`src/rtl/lcp_pkg.sv`:
```
package lcp_pkg;

    localparam int DefLineBufferSize   = 32;
    localparam int DefColourTailLength = 8;

    localparam logic [7:0] CharNul = 8'h00;
    localparam logic [7:0] CharLf  = 8'h0A;
    localparam logic [7:0] CharCr  = 8'h0D;
    localparam logic [7:0] CharS   = 8'h53;
    localparam logic [7:0] CharG   = 8'h47;
    localparam logic [7:0] CharT   = 8'h54;

    typedef enum logic [1:0] {
        REPLY_DONE    = 2'd0,
        REPLY_INVALID = 2'd1,
        REPLY_STATE   = 2'd2
    } reply_code_t;

    typedef enum logic [2:0] {
        MODE_OFF    = 3'd0,
        MODE_DIRECT = 3'd1,
        MODE_STARRY = 3'd2,
        MODE_XMAS   = 3'd3,
        MODE_PARTY  = 3'd4
    } light_mode_t;

    typedef enum logic [1:0] {
        FR_IDLE,
        FR_LINE,
        FR_DISCARD
    } framer_state_t;

    typedef enum logic [0:0] {
        MT_IDLE,
        MT_SCAN
    } matcher_state_t;

    // Command strings, first character in the top byte, padded with zeros at the end.
    localparam int CmdCount  = 6;
    localparam int CmdOff    = 0;
    localparam int CmdStarry = 1;
    localparam int CmdXmas   = 2;
    localparam int CmdParty  = 3;
    localparam int CmdDirect = 4;
    localparam int CmdGet    = 5;
    localparam int CmdBytes  = 15;
    localparam int HexDigits = 6;

    localparam logic [8*CmdBytes-1:0] CmdText [CmdCount] = '{
        {"SetLED Off", CharCr, CharLf, 24'h0},
        {"SetLED STARRY", CharCr, CharLf},
        {"SetLED XMAS", CharCr, CharLf, 16'h0},
        {"SetLED PARTY", CharCr, CharLf, 8'h0},
        {"SetLED DIRECT ", 8'h0},
        {"GetLEDState", CharCr, CharLf, 16'h0}
    };

    localparam int CmdLen [CmdCount] = '{12, 15, 13, 14, 14, 13};

    typedef struct packed {
        logic line_end;
        logic drop_end;
    } lcp_frame_evt_t;

    typedef struct packed {
        logic        valid;
        reply_code_t reply;
        logic        mode_we;
        light_mode_t mode;
        logic        colour_we;
        logic [23:0] colour;
    } lcp_verdict_t;

    function automatic logic [7:0] cmd_char(input logic [2:0] cmd, input logic [3:0] pos);
        logic [8*CmdBytes-1:0] shifted;
        shifted = CmdText[cmd] << {pos, 3'b000};
        return shifted[8*CmdBytes-1 -: 8];
    endfunction

    function automatic logic [3:0] hex_digit(input logic [7:0] c);
        logic [7:0] d;
        d = 8'h00;
        if (c >= "0" && c <= "9") d = c - "0";
        else if (c >= "A" && c <= "F") d = c - "A" + 8'd10;
        else if (c >= "a" && c <= "f") d = c - "a" + 8'd10;
        return d[3:0];
    endfunction

endpackage

```
`src/rtl/lcp_rx_if.sv`:
```
interface lcp_rx_if;
    logic       valid;
    logic       ready;
    logic [7:0] rx_byte;

    modport source(output valid, output rx_byte, input ready);
    modport sink(input valid, input rx_byte, output ready);
endinterface

```
`src/rtl/lcp_reply_if.sv`:
```
interface lcp_reply_if;
    logic       valid;
    logic       ready;
    logic [1:0] reply_code;
    logic [2:0] light_mode;
    logic [7:0] red_level;
    logic [7:0] green_level;
    logic [7:0] blue_level;

    modport source(output valid, output reply_code, output light_mode, output red_level,
                   output green_level, output blue_level, input ready);
    modport sink(input valid, input reply_code, input light_mode, input red_level,
                 input green_level, input blue_level, output ready);
endinterface

```
`src/rtl/ascii_led_command_line_parser_top.sv`:
```
// Channel  Dir  Fields                                                      Accepted when
// rx       in   rx_byte[7:0]                                                valid && ready
// reply    out  reply_code[1:0] light_mode[2:0] red/green/blue_level[7:0]  valid && ready
//
// A byte other than a line-ending LF never holds rx.ready low for the bytes after it.
// An LF that ends a stored line starts a scan of the line RAM, one read a cycle through
// its single read port: the reply is loaded into the output register when the scan
// ends, and rx.ready stays low during the scan.
// rx.ready is also low while a reply waits in the output register and is not taken.
// Reset clears the framer, matcher, mode and colour; the line RAM is not cleared.
module ascii_led_command_line_parser_top #(
    parameter int LINE_BUFFER_SIZE   = lcp_pkg::DefLineBufferSize,
    parameter int COLOUR_TAIL_LENGTH = lcp_pkg::DefColourTailLength
) (
    input  logic               clk,
    input  logic               rst_n,
    lcp_rx_if.sink             rx,
    lcp_reply_if.source        reply
);

    localparam int AW = $clog2(LINE_BUFFER_SIZE);
    localparam int CW = $clog2(LINE_BUFFER_SIZE + 1);

    logic                    accept;
    logic                    wr_en;
    logic [AW-1:0]           wr_addr;
    logic [7:0]              wr_data;
    logic [AW-1:0]           rd_addr;
    logic [7:0]              rd_data;
    logic [CW-1:0]           stored;
    logic                    scan_busy;
    lcp_pkg::lcp_frame_evt_t evt;
    lcp_pkg::lcp_verdict_t   verdict;

    lcp_pkg::light_mode_t mode_reg, mode_next;
    logic [23:0]          colour_reg, colour_next;
    logic                 out_valid_reg, out_valid_next;
    lcp_pkg::reply_code_t out_reply_reg;
    lcp_pkg::light_mode_t out_mode_reg;
    logic [23:0]          out_colour_reg;
    logic                 load;
    lcp_pkg::reply_code_t load_reply;

    assign rx.ready = !scan_busy && (!out_valid_reg || reply.ready);
    assign accept   = rx.valid && rx.ready;

    lcp_framer #(
        .LINE_BUFFER_SIZE(LINE_BUFFER_SIZE)
    ) u_framer (
        .clk     (clk),
        .rst_n   (rst_n),
        .accept  (accept),
        .rx_byte (rx.rx_byte),
        .wr_en   (wr_en),
        .wr_addr (wr_addr),
        .wr_data (wr_data),
        .evt     (evt),
        .stored  (stored)
    );

    lcp_ram #(
        .WIDTH(8),
        .DEPTH(LINE_BUFFER_SIZE)
    ) u_line_ram (
        .clk     (clk),
        .wr_en   (wr_en),
        .wr_addr (wr_addr),
        .wr_data (wr_data),
        .rd_addr (rd_addr),
        .rd_data (rd_data)
    );

    lcp_matcher #(
        .LINE_BUFFER_SIZE   (LINE_BUFFER_SIZE),
        .COLOUR_TAIL_LENGTH (COLOUR_TAIL_LENGTH)
    ) u_matcher (
        .clk       (clk),
        .rst_n     (rst_n),
        .start     (evt.line_end),
        .stored_in (stored),
        .rd_addr   (rd_addr),
        .rd_data   (rd_data),
        .busy      (scan_busy),
        .verdict   (verdict)
    );

    always_comb
    begin
        mode_next   = verdict.mode_we ? verdict.mode : mode_reg;
        colour_next = verdict.colour_we ? verdict.colour : colour_reg;
        load        = verdict.valid || evt.drop_end;
        load_reply  = verdict.valid ? verdict.reply : lcp_pkg::REPLY_INVALID;
        out_valid_next = load || (out_valid_reg && !reply.ready);
    end

    always_ff @(posedge clk or negedge rst_n)
    begin
        if (!rst_n)
        begin
            mode_reg      <= lcp_pkg::MODE_OFF;
            colour_reg    <= '0;
            out_valid_reg <= 1'b0;
        end
        else
        begin
            mode_reg      <= mode_next;
            colour_reg    <= colour_next;
            out_valid_reg <= out_valid_next;
        end
    end

    always_ff @(posedge clk)
    begin
        if (load)
        begin
            out_reply_reg  <= load_reply;
            out_mode_reg   <= mode_next;
            out_colour_reg <= colour_next;
        end
    end

    assign reply.valid       = out_valid_reg;
    assign reply.reply_code  = out_reply_reg;
    assign reply.light_mode  = out_mode_reg;
    assign reply.red_level   = out_colour_reg[23:16];
    assign reply.green_level = out_colour_reg[15:8];
    assign reply.blue_level  = out_colour_reg[7:0];

    // A finished scan must find the output register free.
    a_verdict_slot: assert property (@(posedge clk) disable iff (!rst_n)
        verdict.valid |-> !out_valid_reg)
        else $error("line verdict produced while a reply is still pending");

    a_scan_starts: assert property (@(posedge clk) disable iff (!rst_n)
        evt.line_end |=> scan_busy)
        else $error("line end did not start a scan");

    a_mode_legal: assert property (@(posedge clk) disable iff (!rst_n)
        mode_reg <= lcp_pkg::MODE_PARTY)
        else $error("mode register out of range");

    a_colour_hold: assert property (@(posedge clk) disable iff (!rst_n)
        !verdict.valid |=> $stable(colour_reg))
        else $error("colour changed without a line verdict");

endmodule

```
`src/rtl/lcp_ram.sv`:
```
module lcp_ram #(
    parameter int WIDTH = 8,
    parameter int DEPTH = 32,
    localparam int AW = $clog2(DEPTH)
) (
    input  logic             clk,
    input  logic             wr_en,
    input  logic [AW-1:0]    wr_addr,
    input  logic [WIDTH-1:0] wr_data,
    input  logic [AW-1:0]    rd_addr,
    output logic [WIDTH-1:0] rd_data
);

    logic [WIDTH-1:0] mem_reg [DEPTH];
    logic [WIDTH-1:0] rd_data_reg;

    always_ff @(posedge clk)
    begin
        if (wr_en)
        begin
            mem_reg[wr_addr] <= wr_data;
        end
        rd_data_reg <= mem_reg[rd_addr];
    end

    assign rd_data = rd_data_reg;

endmodule

```
`src/rtl/lcp_framer.sv`:
```
module lcp_framer #(
    parameter int LINE_BUFFER_SIZE = lcp_pkg::DefLineBufferSize,
    localparam int AW = $clog2(LINE_BUFFER_SIZE),
    localparam int CW = $clog2(LINE_BUFFER_SIZE + 1)
) (
    input  logic                    clk,
    input  logic                    rst_n,
    input  logic                    accept,
    input  logic [7:0]              rx_byte,
    output logic                    wr_en,
    output logic [AW-1:0]           wr_addr,
    output logic [7:0]              wr_data,
    output lcp_pkg::lcp_frame_evt_t evt,
    output logic [CW-1:0]           stored
);

    lcp_pkg::framer_state_t state_reg, state_next;
    logic [AW-1:0] count_reg, count_next;
    logic [AW-1:0] inc;

    always_ff @(posedge clk or negedge rst_n)
    begin
        if (!rst_n)
        begin
            state_reg <= lcp_pkg::FR_IDLE;
            count_reg <= '0;
        end
        else
        begin
            state_reg <= state_next;
            count_reg <= count_next;
        end
    end

    assign inc     = count_reg + AW'(1);
    assign stored  = CW'(inc) + CW'(1);
    assign wr_data = rx_byte;

    always_comb
    begin
        state_next = state_reg;
        count_next = count_reg;
        wr_en      = 1'b0;
        wr_addr    = inc;
        evt        = '0;
        if (accept)
        begin
            unique case (state_reg)
                lcp_pkg::FR_IDLE:
                begin
                    if (rx_byte == lcp_pkg::CharS || rx_byte == lcp_pkg::CharG ||
                        rx_byte == lcp_pkg::CharT)
                    begin
                        state_next = lcp_pkg::FR_LINE;
                        count_next = '0;
                        wr_en      = 1'b1;
                        wr_addr    = '0;
                    end
                    else if (rx_byte != lcp_pkg::CharCr && rx_byte != lcp_pkg::CharLf)
                    begin
                        state_next = lcp_pkg::FR_DISCARD;
                    end
                end
                lcp_pkg::FR_LINE:
                begin
                    count_next = inc;
                    wr_en      = 1'b1;
                    if (rx_byte == lcp_pkg::CharLf)
                    begin
                        state_next   = lcp_pkg::FR_IDLE;
                        evt.line_end = 1'b1;
                    end
                    else if (inc >= AW'(LINE_BUFFER_SIZE - 1))
                    begin
                        // The buffer is full without a line end: drop the rest of the line.
                        state_next = lcp_pkg::FR_DISCARD;
                    end
                end
                lcp_pkg::FR_DISCARD:
                begin
                    if (rx_byte == lcp_pkg::CharLf)
                    begin
                        state_next   = lcp_pkg::FR_IDLE;
                        evt.drop_end = 1'b1;
                    end
                end
                default:
                begin
                    state_next = lcp_pkg::FR_IDLE;
                end
            endcase
        end
    end

endmodule

```
`src/rtl/lcp_matcher.sv`:
```
module lcp_matcher #(
    parameter int LINE_BUFFER_SIZE   = lcp_pkg::DefLineBufferSize,
    parameter int COLOUR_TAIL_LENGTH = lcp_pkg::DefColourTailLength,
    localparam int AW = $clog2(LINE_BUFFER_SIZE),
    localparam int CW = $clog2(LINE_BUFFER_SIZE + 1)
) (
    input  logic                  clk,
    input  logic                  rst_n,
    input  logic                  start,
    input  logic [CW-1:0]         stored_in,
    output logic [AW-1:0]         rd_addr,
    input  logic [7:0]            rd_data,
    output logic                  busy,
    output lcp_pkg::lcp_verdict_t verdict
);

    lcp_pkg::matcher_state_t state_reg, state_next;
    logic [CW-1:0] stored_reg, stored_next;
    logic [CW-1:0] addr_reg, addr_next;
    logic [CW-1:0] pos_reg, pos_next;
    logic          pend_reg, pend_next;
    logic [lcp_pkg::CmdCount-1:0] flags_reg, flags_next;
    logic [23:0]   hex_reg, hex_next;
    logic [CW-1:0] len;
    logic          issue;
    logic          done;

    always_ff @(posedge clk or negedge rst_n)
    begin
        if (!rst_n)
        begin
            state_reg <= lcp_pkg::MT_IDLE;
            pend_reg  <= 1'b0;
        end
        else
        begin
            state_reg <= state_next;
            pend_reg  <= pend_next;
        end
    end

    always_ff @(posedge clk)
    begin
        stored_reg <= stored_next;
        addr_reg   <= addr_next;
        pos_reg    <= pos_next;
        flags_reg  <= flags_next;
        hex_reg    <= hex_next;
    end

    assign rd_addr = addr_reg[AW-1:0];
    assign busy    = (state_reg == lcp_pkg::MT_SCAN);

    always_comb
    begin
        state_next  = state_reg;
        stored_next = stored_reg;
        addr_next   = addr_reg;
        pos_next    = pos_reg;
        pend_next   = 1'b0;
        flags_next  = flags_reg;
        hex_next    = hex_reg;
        len         = stored_reg;
        issue       = 1'b0;
        done        = 1'b0;
        verdict     = '0;
        unique case (state_reg)
            lcp_pkg::MT_IDLE:
            begin
                if (start)
                begin
                    state_next  = lcp_pkg::MT_SCAN;
                    stored_next = stored_in;
                    addr_next   = '0;
                    flags_next  = '1;
                    hex_next    = '0;
                end
            end
            lcp_pkg::MT_SCAN:
            begin
                // One read is issued per cycle; its byte is checked in the next cycle.
                issue = (addr_reg < stored_reg);
                if (issue)
                begin
                    addr_next = addr_reg + CW'(1);
                end
                pend_next = issue;
                pos_next  = addr_reg;
                if (pend_reg)
                begin
                    if (rd_data == lcp_pkg::CharNul)
                    begin
                        // A zero byte ends the line content early.
                        done = 1'b1;
                        len  = pos_reg;
                    end
                    else
                    begin
                        for (int c = 0; c < lcp_pkg::CmdCount; c++)
                        begin
                            if (pos_reg < CW'(lcp_pkg::CmdLen[c]) &&
                                rd_data != lcp_pkg::cmd_char(3'(c), pos_reg[3:0]))
                            begin
                                flags_next[c] = 1'b0;
                            end
                        end
                        if (pos_reg >= CW'(lcp_pkg::CmdLen[lcp_pkg::CmdDirect]) &&
                            pos_reg < CW'(lcp_pkg::CmdLen[lcp_pkg::CmdDirect] +
                                          lcp_pkg::HexDigits))
                        begin
                            hex_next = {hex_reg[19:0], lcp_pkg::hex_digit(rd_data)};
                        end
                        if (pos_reg + CW'(1) == stored_reg)
                        begin
                            done = 1'b1;
                            len  = stored_reg;
                        end
                    end
                end
                if (done)
                begin
                    state_next    = lcp_pkg::MT_IDLE;
                    pend_next     = 1'b0;
                    verdict.valid = 1'b1;
                    verdict.reply = lcp_pkg::REPLY_INVALID;
                    if (flags_next[lcp_pkg::CmdOff] &&
                        len == CW'(lcp_pkg::CmdLen[lcp_pkg::CmdOff]))
                    begin
                        verdict.reply   = lcp_pkg::REPLY_DONE;
                        verdict.mode_we = 1'b1;
                        verdict.mode    = lcp_pkg::MODE_OFF;
                    end
                    else if (flags_next[lcp_pkg::CmdStarry] &&
                             len == CW'(lcp_pkg::CmdLen[lcp_pkg::CmdStarry]))
                    begin
                        verdict.reply   = lcp_pkg::REPLY_DONE;
                        verdict.mode_we = 1'b1;
                        verdict.mode    = lcp_pkg::MODE_STARRY;
                    end
                    else if (flags_next[lcp_pkg::CmdXmas] &&
                             len == CW'(lcp_pkg::CmdLen[lcp_pkg::CmdXmas]))
                    begin
                        verdict.reply   = lcp_pkg::REPLY_DONE;
                        verdict.mode_we = 1'b1;
                        verdict.mode    = lcp_pkg::MODE_XMAS;
                    end
                    else if (flags_next[lcp_pkg::CmdParty] &&
                             len == CW'(lcp_pkg::CmdLen[lcp_pkg::CmdParty]))
                    begin
                        verdict.reply   = lcp_pkg::REPLY_DONE;
                        verdict.mode_we = 1'b1;
                        verdict.mode    = lcp_pkg::MODE_PARTY;
                    end
                    else if (flags_next[lcp_pkg::CmdDirect] &&
                             len >= CW'(lcp_pkg::CmdLen[lcp_pkg::CmdDirect]))
                    begin
                        if (len == CW'(lcp_pkg::CmdLen[lcp_pkg::CmdDirect] + COLOUR_TAIL_LENGTH))
                        begin
                            verdict.reply     = lcp_pkg::REPLY_DONE;
                            verdict.mode_we   = 1'b1;
                            verdict.mode      = lcp_pkg::MODE_DIRECT;
                            verdict.colour_we = 1'b1;
                            verdict.colour    = hex_next;
                        end
                    end
                    else if (flags_next[lcp_pkg::CmdGet] &&
                             len == CW'(lcp_pkg::CmdLen[lcp_pkg::CmdGet]))
                    begin
                        verdict.reply = lcp_pkg::REPLY_STATE;
                    end
                end
            end
            default:
            begin
                state_next = lcp_pkg::MT_IDLE;
            end
        endcase
    end

endmodule

```
`src/flat_wrapper.sv`:
```
// flat-port wrapper written by rule: the top's interface ports become plain ports
module ascii_led_command_line_parser_top_flat 
#(
    parameter int LINE_BUFFER_SIZE   = lcp_pkg::DefLineBufferSize,
    parameter int COLOUR_TAIL_LENGTH = lcp_pkg::DefColourTailLength
)
  (clk, rst_n, rx_valid, rx_rx_byte, rx_ready, reply_valid, reply_reply_code, reply_light_mode, reply_red_level, reply_green_level, reply_blue_level, reply_ready);
  lcp_rx_if rx_i ();
  lcp_reply_if reply_i ();
  input  logic clk;
  input  logic rst_n;
  input wire logic [$bits(rx_i.valid)-1:0] rx_valid;
  input wire logic [$bits(rx_i.rx_byte)-1:0] rx_rx_byte;
  output wire logic [$bits(rx_i.ready)-1:0] rx_ready;
  output wire logic [$bits(reply_i.valid)-1:0] reply_valid;
  output wire logic [$bits(reply_i.reply_code)-1:0] reply_reply_code;
  output wire logic [$bits(reply_i.light_mode)-1:0] reply_light_mode;
  output wire logic [$bits(reply_i.red_level)-1:0] reply_red_level;
  output wire logic [$bits(reply_i.green_level)-1:0] reply_green_level;
  output wire logic [$bits(reply_i.blue_level)-1:0] reply_blue_level;
  input wire logic [$bits(reply_i.ready)-1:0] reply_ready;
  assign rx_i.valid = rx_valid;
  assign rx_i.rx_byte = rx_rx_byte;
  assign rx_ready = rx_i.ready;
  assign reply_valid = reply_i.valid;
  assign reply_reply_code = reply_i.reply_code;
  assign reply_light_mode = reply_i.light_mode;
  assign reply_red_level = reply_i.red_level;
  assign reply_green_level = reply_i.green_level;
  assign reply_blue_level = reply_i.blue_level;
  assign reply_i.ready = reply_ready;
  ascii_led_command_line_parser_top #(.LINE_BUFFER_SIZE(LINE_BUFFER_SIZE), .COLOUR_TAIL_LENGTH(COLOUR_TAIL_LENGTH)) u_core (.clk(clk), .rst_n(rst_n), .rx(rx_i), .reply(reply_i));
endmodule
```
`config.mk`:
```
export PLATFORM = sky130hd
export DESIGN_NAME = ascii_led_command_line_parser_top_flat
export DESIGN_NICKNAME = d
export VERILOG_FILES = /design/src/rtl/lcp_pkg.sv /design/src/rtl/lcp_rx_if.sv /design/src/rtl/lcp_reply_if.sv /design/src/rtl/ascii_led_command_line_parser_top.sv /design/src/rtl/lcp_ram.sv /design/src/rtl/lcp_framer.sv /design/src/rtl/lcp_matcher.sv /design/src/flat_wrapper.sv
export SDC_FILE = /design/constraint.sdc
export NUM_CORES = 1
export LEC_CHECK = 0
export BUFFER_PORTS_ARGS = -buffer_cell sky130_fd_sc_hd__buf_2
export CORE_MARGIN = 2
export CORE_UTILIZATION = 30
export DETAILED_ROUTE_END_ITERATION = 16
export PLACE_DENSITY = 0.47
export RECOVER_POWER = 50
export SETUP_SLACK_MARGIN = 0.15
export SLEW_MARGIN = 20
export SYNTH_ARGS = -nofsm -noshare
export SYNTH_HDL_FRONTEND = slang
export SYNTH_SLANG_ARGS = --single-unit
```
`constraint.sdc`:
```
create_clock -name clk -period 3.47 [get_ports clk]
set_input_delay 0.1735 -clock clk [delete_from_list [all_inputs] [get_ports clk]]
set_output_delay 0.1735 -clock clk [all_outputs]
set_load 0.005 [all_outputs]
```
=== Word-level counts from Yosys, hierarchy flattened ===
Memories as Yosys holds them, arrays and structs flattened. A register that Yosys moved wholly into a read port is not among the register bits.
Index checks and enable logic that the tools add are counted.

* Add/sub/neg operators: 9
* $lt $le $gt $ge: 15
* Eq/ne operators: 26
* Shift operators: 6
* Muxes and demuxes: 70
* Bitwise gates (word level): 3
* Reduce and logical (&&, ||, !) cells: 36

{| class="wikitable"
|+ Operator list
! cell !! number
|-
| 119-bit by 7-bit << shifter with 120-bit output (first input constant) || 6
|-
| 24-bit two-way mux || 5
|-
| 25-bit two-way mux || 4
|-
| 6-bit two-way mux || 13
|-
| 32-bit two-way mux || 2
|-
| 8-bit != test || 6
|-
| 24-bit case mux with 2 select lines || 1
|-
| 30-bit two-way mux || 1
|-
| 29-bit two-way mux || 1
|-
| 6-bit by 4-bit == test with 1-bit output (second input constant) || 4
|-
| 8-bit by 7-bit == test with 1-bit output (second input constant) || 3
|-
| 6-bit by 4-bit less-than comparator with 1-bit output (second input constant) || 4
|-
| 6-bit case mux with 2 select lines || 2
|-
| 1-bit two-way mux || 21
|-
| 1-bit logical AND || 20
|-
| 5-bit two-way mux || 4
|-
| 8-bit by 7-bit greater-or-equal comparator with 1-bit output (second input constant) || 2
|-
| 8-bit by 7-bit less-or-equal comparator with 1-bit output (second input constant) || 2
|-
| 2-bit two-way mux || 8
|-
| 8-bit by 4-bit != test with 1-bit output (second input constant) || 2
|-
| 6-bit by 1-bit adder with 6-bit output (second input constant) || 2
|-
| 6-bit by 4-bit greater-or-equal comparator with 1-bit output (second input constant) || 2
|-
| 4-bit two-way mux || 3
|-
| 4-bit by 1-bit subtractor with 4-bit output (second input constant) || 3
|-
| other kinds (30) || 44
|}

* Bits in registers: 114
* RAM bits: 256
* Input port bits: 12
* Output and inout bits: 31
* Memories: 1

{| class="wikitable"
|+ Memory list
! name !! depth !! bits a word !! read ports !! clocked after memory_dff !! write ports !! line !! text
|-
| u_core.u_line_ram.mem_reg || 32 || 8 || 1 || 1 || 1 || lcp_ram.sv:14 || <nowiki>logic [WIDTH-1:0] mem_reg [DEPTH];</nowiki>
|}

=== Depth between registers and ports, before layout ===
* Depth in word-level cells: 18
* Gate-level depth with buffers: 14
* Gate-level depth less buffers: 10

=== Modules after synthesis ===
A second synthesis with hierarchy kept.

* Cells, all modules: 1,089
* Area, all modules: 17,441.7 um^2

{| class="wikitable"
|+ Modules (own cells, without submodules)
! module !! times used !! cells an instance !! area each (um^2) !! seq. area each (um^2)
|-
| lcp_ram || 1 || 417 || 10,053.4 || 7,847.5
|-
| lcp_matcher || 1 || 485 || 4,554.4 || 1,491.4
|-
| ascii_led_command_line_parser_top || 1 || 94 || 2,044.5 || 1,571.5
|-
| lcp_framer || 1 || 93 || 789.5 || 175.2
|}

=== Worst setup path after synthesis ===
Ideal clock, no wire load.

* Kind: reg-to-reg
* Start: reg u_core.u_matcher.state_reg, in the netlist u_core.u_matcher.busy
* End: reg u_core.out_colour_reg[0], enable pin
* Library setup time: 0.462 ns
* Data arrival time: 3.243 ns
* Required time: 3.008 ns
* Path slack: -0.235 ns
* Stages on the path, launching flop included: 4
* Buffers on the path: 0
* Clock period less this slack: 3.705 ns
* Cells stage by stage: dfrtp_1 -> a21oi_1 -> nand2_1 -> o31ai_1

* Word-level cells in the longest chain between the ends: 5
* Elaborated cells on any way between the ends: 6
* Those cells by class: mux: 2; reduce/logical: 4

{| class="wikitable"
|+ Ends and longest elaborated chain
! item !! line !! text
|-
| start, declared || lcp_matcher.sv:17 || <nowiki>lcp_pkg::matcher_state_t state_reg, state_next;</nowiki>
|-
| start signal, assigned || lcp_matcher.sv:32 || <nowiki>state_reg <= lcp_pkg::MT_IDLE;</nowiki>
|-
| start signal, assigned || lcp_matcher.sv:37 || <nowiki>state_reg <= state_next;</nowiki>
|-
| 1-bit zero test || ascii_led_command_line_parser_top.sv:44 || <nowiki>assign rx.ready = !scan_busy && (!out_valid_reg || reply.ready);</nowiki>
|-
| 1-bit logical AND || ascii_led_command_line_parser_top.sv:44 ||
|-
| net rx_ready || flat_wrapper.sv:14 || <nowiki>output wire logic [$bits(rx_i.ready)-1:0] rx_ready;</nowiki>
|-
| 1-bit logical AND || ascii_led_command_line_parser_top.sv:45 || <nowiki>assign accept = rx.valid && rx.ready;</nowiki>
|-
| 2-bit two-way mux || lcp_framer.sv:46 || <nowiki>if (accept)</nowiki>
|-
| 1-bit logical OR || ascii_led_command_line_parser_top.sv:91 || <nowiki>load = verdict.valid || evt.drop_end;</nowiki>
|-
| net u_core.load || ascii_led_command_line_parser_top.sv:41 || <nowiki>logic load;</nowiki>
|-
| end signal, assigned || ascii_led_command_line_parser_top.sv:118 || <nowiki>out_colour_reg <= colour_next;</nowiki>
|-
| end, declared || ascii_led_command_line_parser_top.sv:40 || <nowiki>logic [23:0] out_colour_reg;</nowiki>
|}

The timed path passes the listed nets, and every way through them passes these cells.
A chain may end at the register's enable or synchronous reset.

=== Final worst setup path ===
* Start: reg u_core.u_matcher.pos_reg[0]
* End: reg u_core.out_colour_reg[2] (data pin)

* Word-level cells in the longest chain between the ends: 16
* Elaborated cells on any way between the ends: 62
* Those cells by class: add/sub: 1; order compare: 7; eq/ne: 11; shift: 5; mux: 27; reduce/logical: 11

{| class="wikitable"
|+ Ends and longest elaborated chain
! item !! line !! text
|-
| start, declared || lcp_matcher.sv:20 || <nowiki>logic [CW-1:0] pos_reg, pos_next;</nowiki>
|-
| start signal, assigned || lcp_matcher.sv:46 || <nowiki>pos_reg <= pos_next;</nowiki>
|-
| 119-bit by 7-bit << shifter with 120-bit output || lcp_pkg.sv:76 || <nowiki>shifted = CmdText[cmd] << {pos, 3'b000};</nowiki>
|-
| 8-bit != test || lcp_matcher.sv:102 || <nowiki>rd_data != lcp_pkg::cmd_char(3'(c), pos_reg[3:0]))</nowiki>
|-
| 1-bit logical AND || lcp_matcher.sv:101 || <nowiki>if (pos_reg < CW'(lcp_pkg::CmdLen[c]) &&</nowiki>
|-
| 1-bit two-way mux || lcp_matcher.sv:101 ||
|-
| 6-bit two-way mux || lcp_matcher.sv:91 || <nowiki>if (rd_data == lcp_pkg::CharNul)</nowiki>
|-
| 6-bit two-way mux || lcp_matcher.sv:89 || <nowiki>if (pend_reg)</nowiki>
|-
| 6-bit two-way mux || lcp_matcher.sv:67 || <nowiki>unique case (state_reg)</nowiki>
|-
| 1-bit logical AND || lcp_matcher.sv:154 || <nowiki>else if (flags_next[lcp_pkg::CmdDirect] &&</nowiki>
|-
| 29-bit two-way mux || lcp_matcher.sv:154 ||
|-
| 25-bit two-way mux || lcp_matcher.sv:147 || <nowiki>else if (flags_next[lcp_pkg::CmdParty] &&</nowiki>
|-
| 25-bit two-way mux || lcp_matcher.sv:140 || <nowiki>else if (flags_next[lcp_pkg::CmdXmas] &&</nowiki>
|-
| 25-bit two-way mux || lcp_matcher.sv:133 || <nowiki>else if (flags_next[lcp_pkg::CmdStarry] &&</nowiki>
|-
| 25-bit two-way mux || lcp_matcher.sv:126 || <nowiki>if (flags_next[lcp_pkg::CmdOff] &&</nowiki>
|-
| 32-bit two-way mux * || lcp_matcher.sv:120 || <nowiki>if (done)</nowiki>
|-
| 32-bit two-way mux * || lcp_matcher.sv:67 ||
|-
| 24-bit two-way mux * || ascii_led_command_line_parser_top.sv:90 || <nowiki>colour_next = verdict.colour_we ? verdict.colour : colour_reg;</nowiki>
|-
| net u_core.colour_next[2] || ascii_led_command_line_parser_top.sv:36 || <nowiki>logic [23:0] colour_reg, colour_next;</nowiki>
|}

The timed path passes the listed nets; every way through them passes the cells marked *. The select of a mux whose other input is x is not followed.

==> impl_metrics.py <==
metrics = {
    "global_route": {
        "antenna_found_initial": 0,
        "grt_max_degree": 50,
        "overflow": 0,
        "grt_pass1_vias": 9578,
        "grt_usage_pct": 14.1,
        "grt_pass1_wl_mm": 60.3,
    },
    "setup_path": {
        "path_buf_inv": 4,
        "critPathMaxStageDelay_ps": 400,
        "worst_ep_arrival_time_ps": 3500,
        "crit_path_cell_trace": "clkbuf_1 -> buf_4 -> buf_4 -> ha_1 -> nor2_1 -> or3_1 -> a21oi_1 -> a32oi_2 -> or3_4 -> or2_1 -> buf_8 -> mux2_1",
        "crit_required_ps": 3750,
        "critPathMostFrequentCell": "buf_4",
        "critPathCaptureType": "register",
        "critPathMaxFanout": 24,
        "crit_family": "simple AND/OR/NAND/NOR gates",
        "worst_setup_path_start_kind": "register",
        "crit_slowest_cell": "or3_4",
        "critPathKind": "reg -> reg",
    },
    "cts": {
        "cts_buffer_depth": 3,
        "cts_made_buffers": 41,
        "cts.sinks": 378,
        "cts_tree": "built",
        "clockRootBuffer": "clkbuf_16",
        "clkTransAtPathRegs_ps": 60,
        "htree_levels": 2,
        "insertion_delay_ps": 560,
    },
    "floorplan": {
        "die_w_um": 240,
        "rows": 86,
        "die_y_um": 240,
        "core-area_um2": 55000,
        "ioPinCount": 43,
        "start_util_pct": 30.3,
        "dieArea_um2": 57400,
    },
    "power": {
        "power.leakage_nw": 6.40,
        "ir_drop_v": 0.000372,
        "powerDensity_nw_per_um2": 715,
        "power.total_mw": 13.9,
    },
    "final_layout": {
        "largest_reg_flops": 256,
        "nNetsFinal": 1165,
        "final_util_pct": 35.3,
        "n_fill_cell": 5272,
        "num_antenna_cells": 0,
        "area_growth_pct": 16.6,
        "drive_gt1_share_pct": 21.3,
    },
    "place": {
        "routabilityCongestion": 0.850,
        "hpwl_mm": 25.9,
        "numPortBuffers": 42,
    },
    "logic_synthesis": {
        "ys.flop_type": "edfxtp_1",
        "synth_top_area_share_pct": 60.1,
        "synth-edff-count": 333,
        "synth-seq-area-share_pct": 66.6,
        "synth_cell_types": 73,
        "ys_warn_count": 0,
        "syn_nets": 1061,
        "synth_top_area_cell": "edfxtp_1",
        "synth_area_leaders": "edfxtp_1, mux4_2, dfrtp_1",
        "syn_area_um2": 16600,
        "ys_seq_elements": 378,
        "synthArstFlopShare_pct": 9.79,
        "synth_cells": 1027,
        "syn_area_per_cell_um2": 16.2,
    },
    "sta": {
        "slew_headroom_pct": -50.6,
        "min_period_ps": 3220,
        "worst_pin_slew_ps": 2260,
        "fmax_ghz": 0.311,
        "rsz0062_at_grt": "yes",
        "slew_viol_final": 194,
        "finalHoldViolCount": 0,
        "finalSetupViolations": 0,
        "fin_crit_sh_pct": 92.7,
        "clock_skew_ps": 23.9,
        "setup_tns_ps": 0,
    },
    "drt": {
        "drtPass1Iterations": 5,
        "viasPerCell": 4.77,
        "drc": 0,
        "ant_nets": 0,
        "drt-total-wl_mm": 39.5,
        "wl_per_cell_um": 20.7,
        "num_vias": 9085,
        "drt_iter0_markers": 684,
    },
    "run_status": {
        "violations": "capacitance limit, slew limit",
        "status": "finished with violations",
    },
    "flow_run": {
        "max-cap-violations": 6,
    },
    "min_path": {
        "hold_path.class": "in -> reg",
    },
}
==> cells by family (layout without fill, tap and decap cells) <==
kind of cell	Yosys count	after routing	share of synthesized area [%]
flops	378	378	66.6
simple gates	245	245	7.53
compound gates	131	131	5.55
mux	125	125	13.8
buf+inv	74	204	2.17
xor+xnor	52	52	2.74
fa+ha+maj	22	22	1.65
==> cells in the mapped netlist, types with 3 or more instances <==
master and count:
edfxtp_1 333, mux4_2 81, nor2_1 68, nand2_1 42, dfrtp_1 37, nor2b_1 36, xnor2_1 30, a21oi_1 28
mux2i_1 27, clkbuf_1 22, ha_1 22, xor2_1 22, nand3_1 21, o21ai_0 21, a22o_1 20, inv_1 17
and2_1 14, nand2b_1 14, buf_2 13, nor3_1 13, mux2_2 11, buf_1 10, a31oi_1 9, nor4_1 9
buf_6 8, dfxtp_1 8, and3_1 7, a21o_1 6, a21boi_0 4, mux2_1 4, o21ai_1 4, o22ai_1 4
o31ai_1 4, or2_2 4, a32oi_1 3, o211ai_1 3, or3_1 3
==> final timing paths <==
kind / startpoint / end / slack [ps] / cells past startpoint
max: u_core.u_matcher.pos_reg[0] / u_core.out_colour_reg[2] / 250 / 12
min: rx_rx_byte[4] / u_core.u_line_ram.mem_reg[14][4] / 240 / 1
max reg2reg: u_core.u_matcher.pos_reg[0] / u_core.out_colour_reg[2] / 250 / 12
min reg2reg: u_core.colour_reg[0] / u_core.colour_reg[0] / 490 / 1
max in group asynchronous: rst_n / u_core.u_matcher.pend_reg / 1320 / 2
min in group asynchronous: rst_n / u_core.mode_reg[0] / 830 / 2
==> metal layers <==
layer	up-vias	track usage, %	part of all wire (%)
met3	61	2.42	3.9
li1	4202	-	-
met1	4633	19.8	47
met2	189	22.1	46
met5	-	0	0
met4	0	4.94	2.7
==> placed cells by master, fill, tap and decap left out, drive strengths merged, types with 3 or more instances in the layout <==
cell type	count
edfxtp	333
clkbuf	102
mux4	81
nor2	68
buf	68
nand2	42
dfrtp	37
nor2b	36
xnor2	30
a21oi	28
mux2i	28
o21ai	25
xor2	22
ha	22
nand3	21
a22o	20
inv	20
mux2	16
nand2b	14
and2	14
nor3	13
clkinv	10
nor4	9
a31oi	9
dfxtp	8
and3	7
a21o	6
o22ai	5
or2	5
o31ai	5
a21boi	4
o211ai	3
or3	3
o21bai	3
a32oi	3
==> power by group <==
part / leakage [nW] / internal, mW / switching, mW
Clock: 0.608 / 2.40 / 1.74
Sequential: 3.57 / 5.30 / 0.352
Combinational: 2.23 / 1.91 / 2.19
Total: 6.40 / 9.60 / 4.28
==> worst reg2reg max path, stage by stage, from the launching register on <==
cell and delay [ps]:
edfxtp_1 350, clkbuf_1 180, buf_4 150, buf_4 110
ha_1 180, nor2_1 70, or3_1 350, a21oi_1 210
a32oi_2 170, or3_4 400, or2_1 260, buf_8 180
mux2_1 350
==> final cells by class <==
| type | instances | area (µm²) | share of cell area (%) |
|---|---|---|---|
| Multi-Input combinational cell | 575 | 5290 | 27.2 |
| Clock inverter | 13 | 141 | 0.729 |
| Inverter | 19 | 71.3 | 0.368 |
| Timing Repair Buffer | 116 | 772 | 3.98 |
| Sequential cell | 378 | 11100 | 57.1 |
| Clock buffer | 56 | 1110 | 5.74 |
| Tap cell | 748 | 936 | 4.82 |
==> timing repair <==
action | CTS | global route
hold buffers | 2 | 0
setup endpoints to repair | 3 | 32
pin swaps | 0 | 7
buffers inserted | 0 | 8
gates resized for setup | 4 | 17
endpoints found under the hold margin | 38 | 0
==> stage by stage <==
step                area (µm²)  hold slack [ps]  setup slack, ps  instances
finish                   19400              244              253       1905
global route             19400              261              107       1905
CTS                      19400            0.939              156       1897
detailed placement       18100              381              142       1826
global placement         18100              377              156       1826
floorplan                16700             -122              253       1027
No activity file was read; power rests on OpenSTA's default activity.
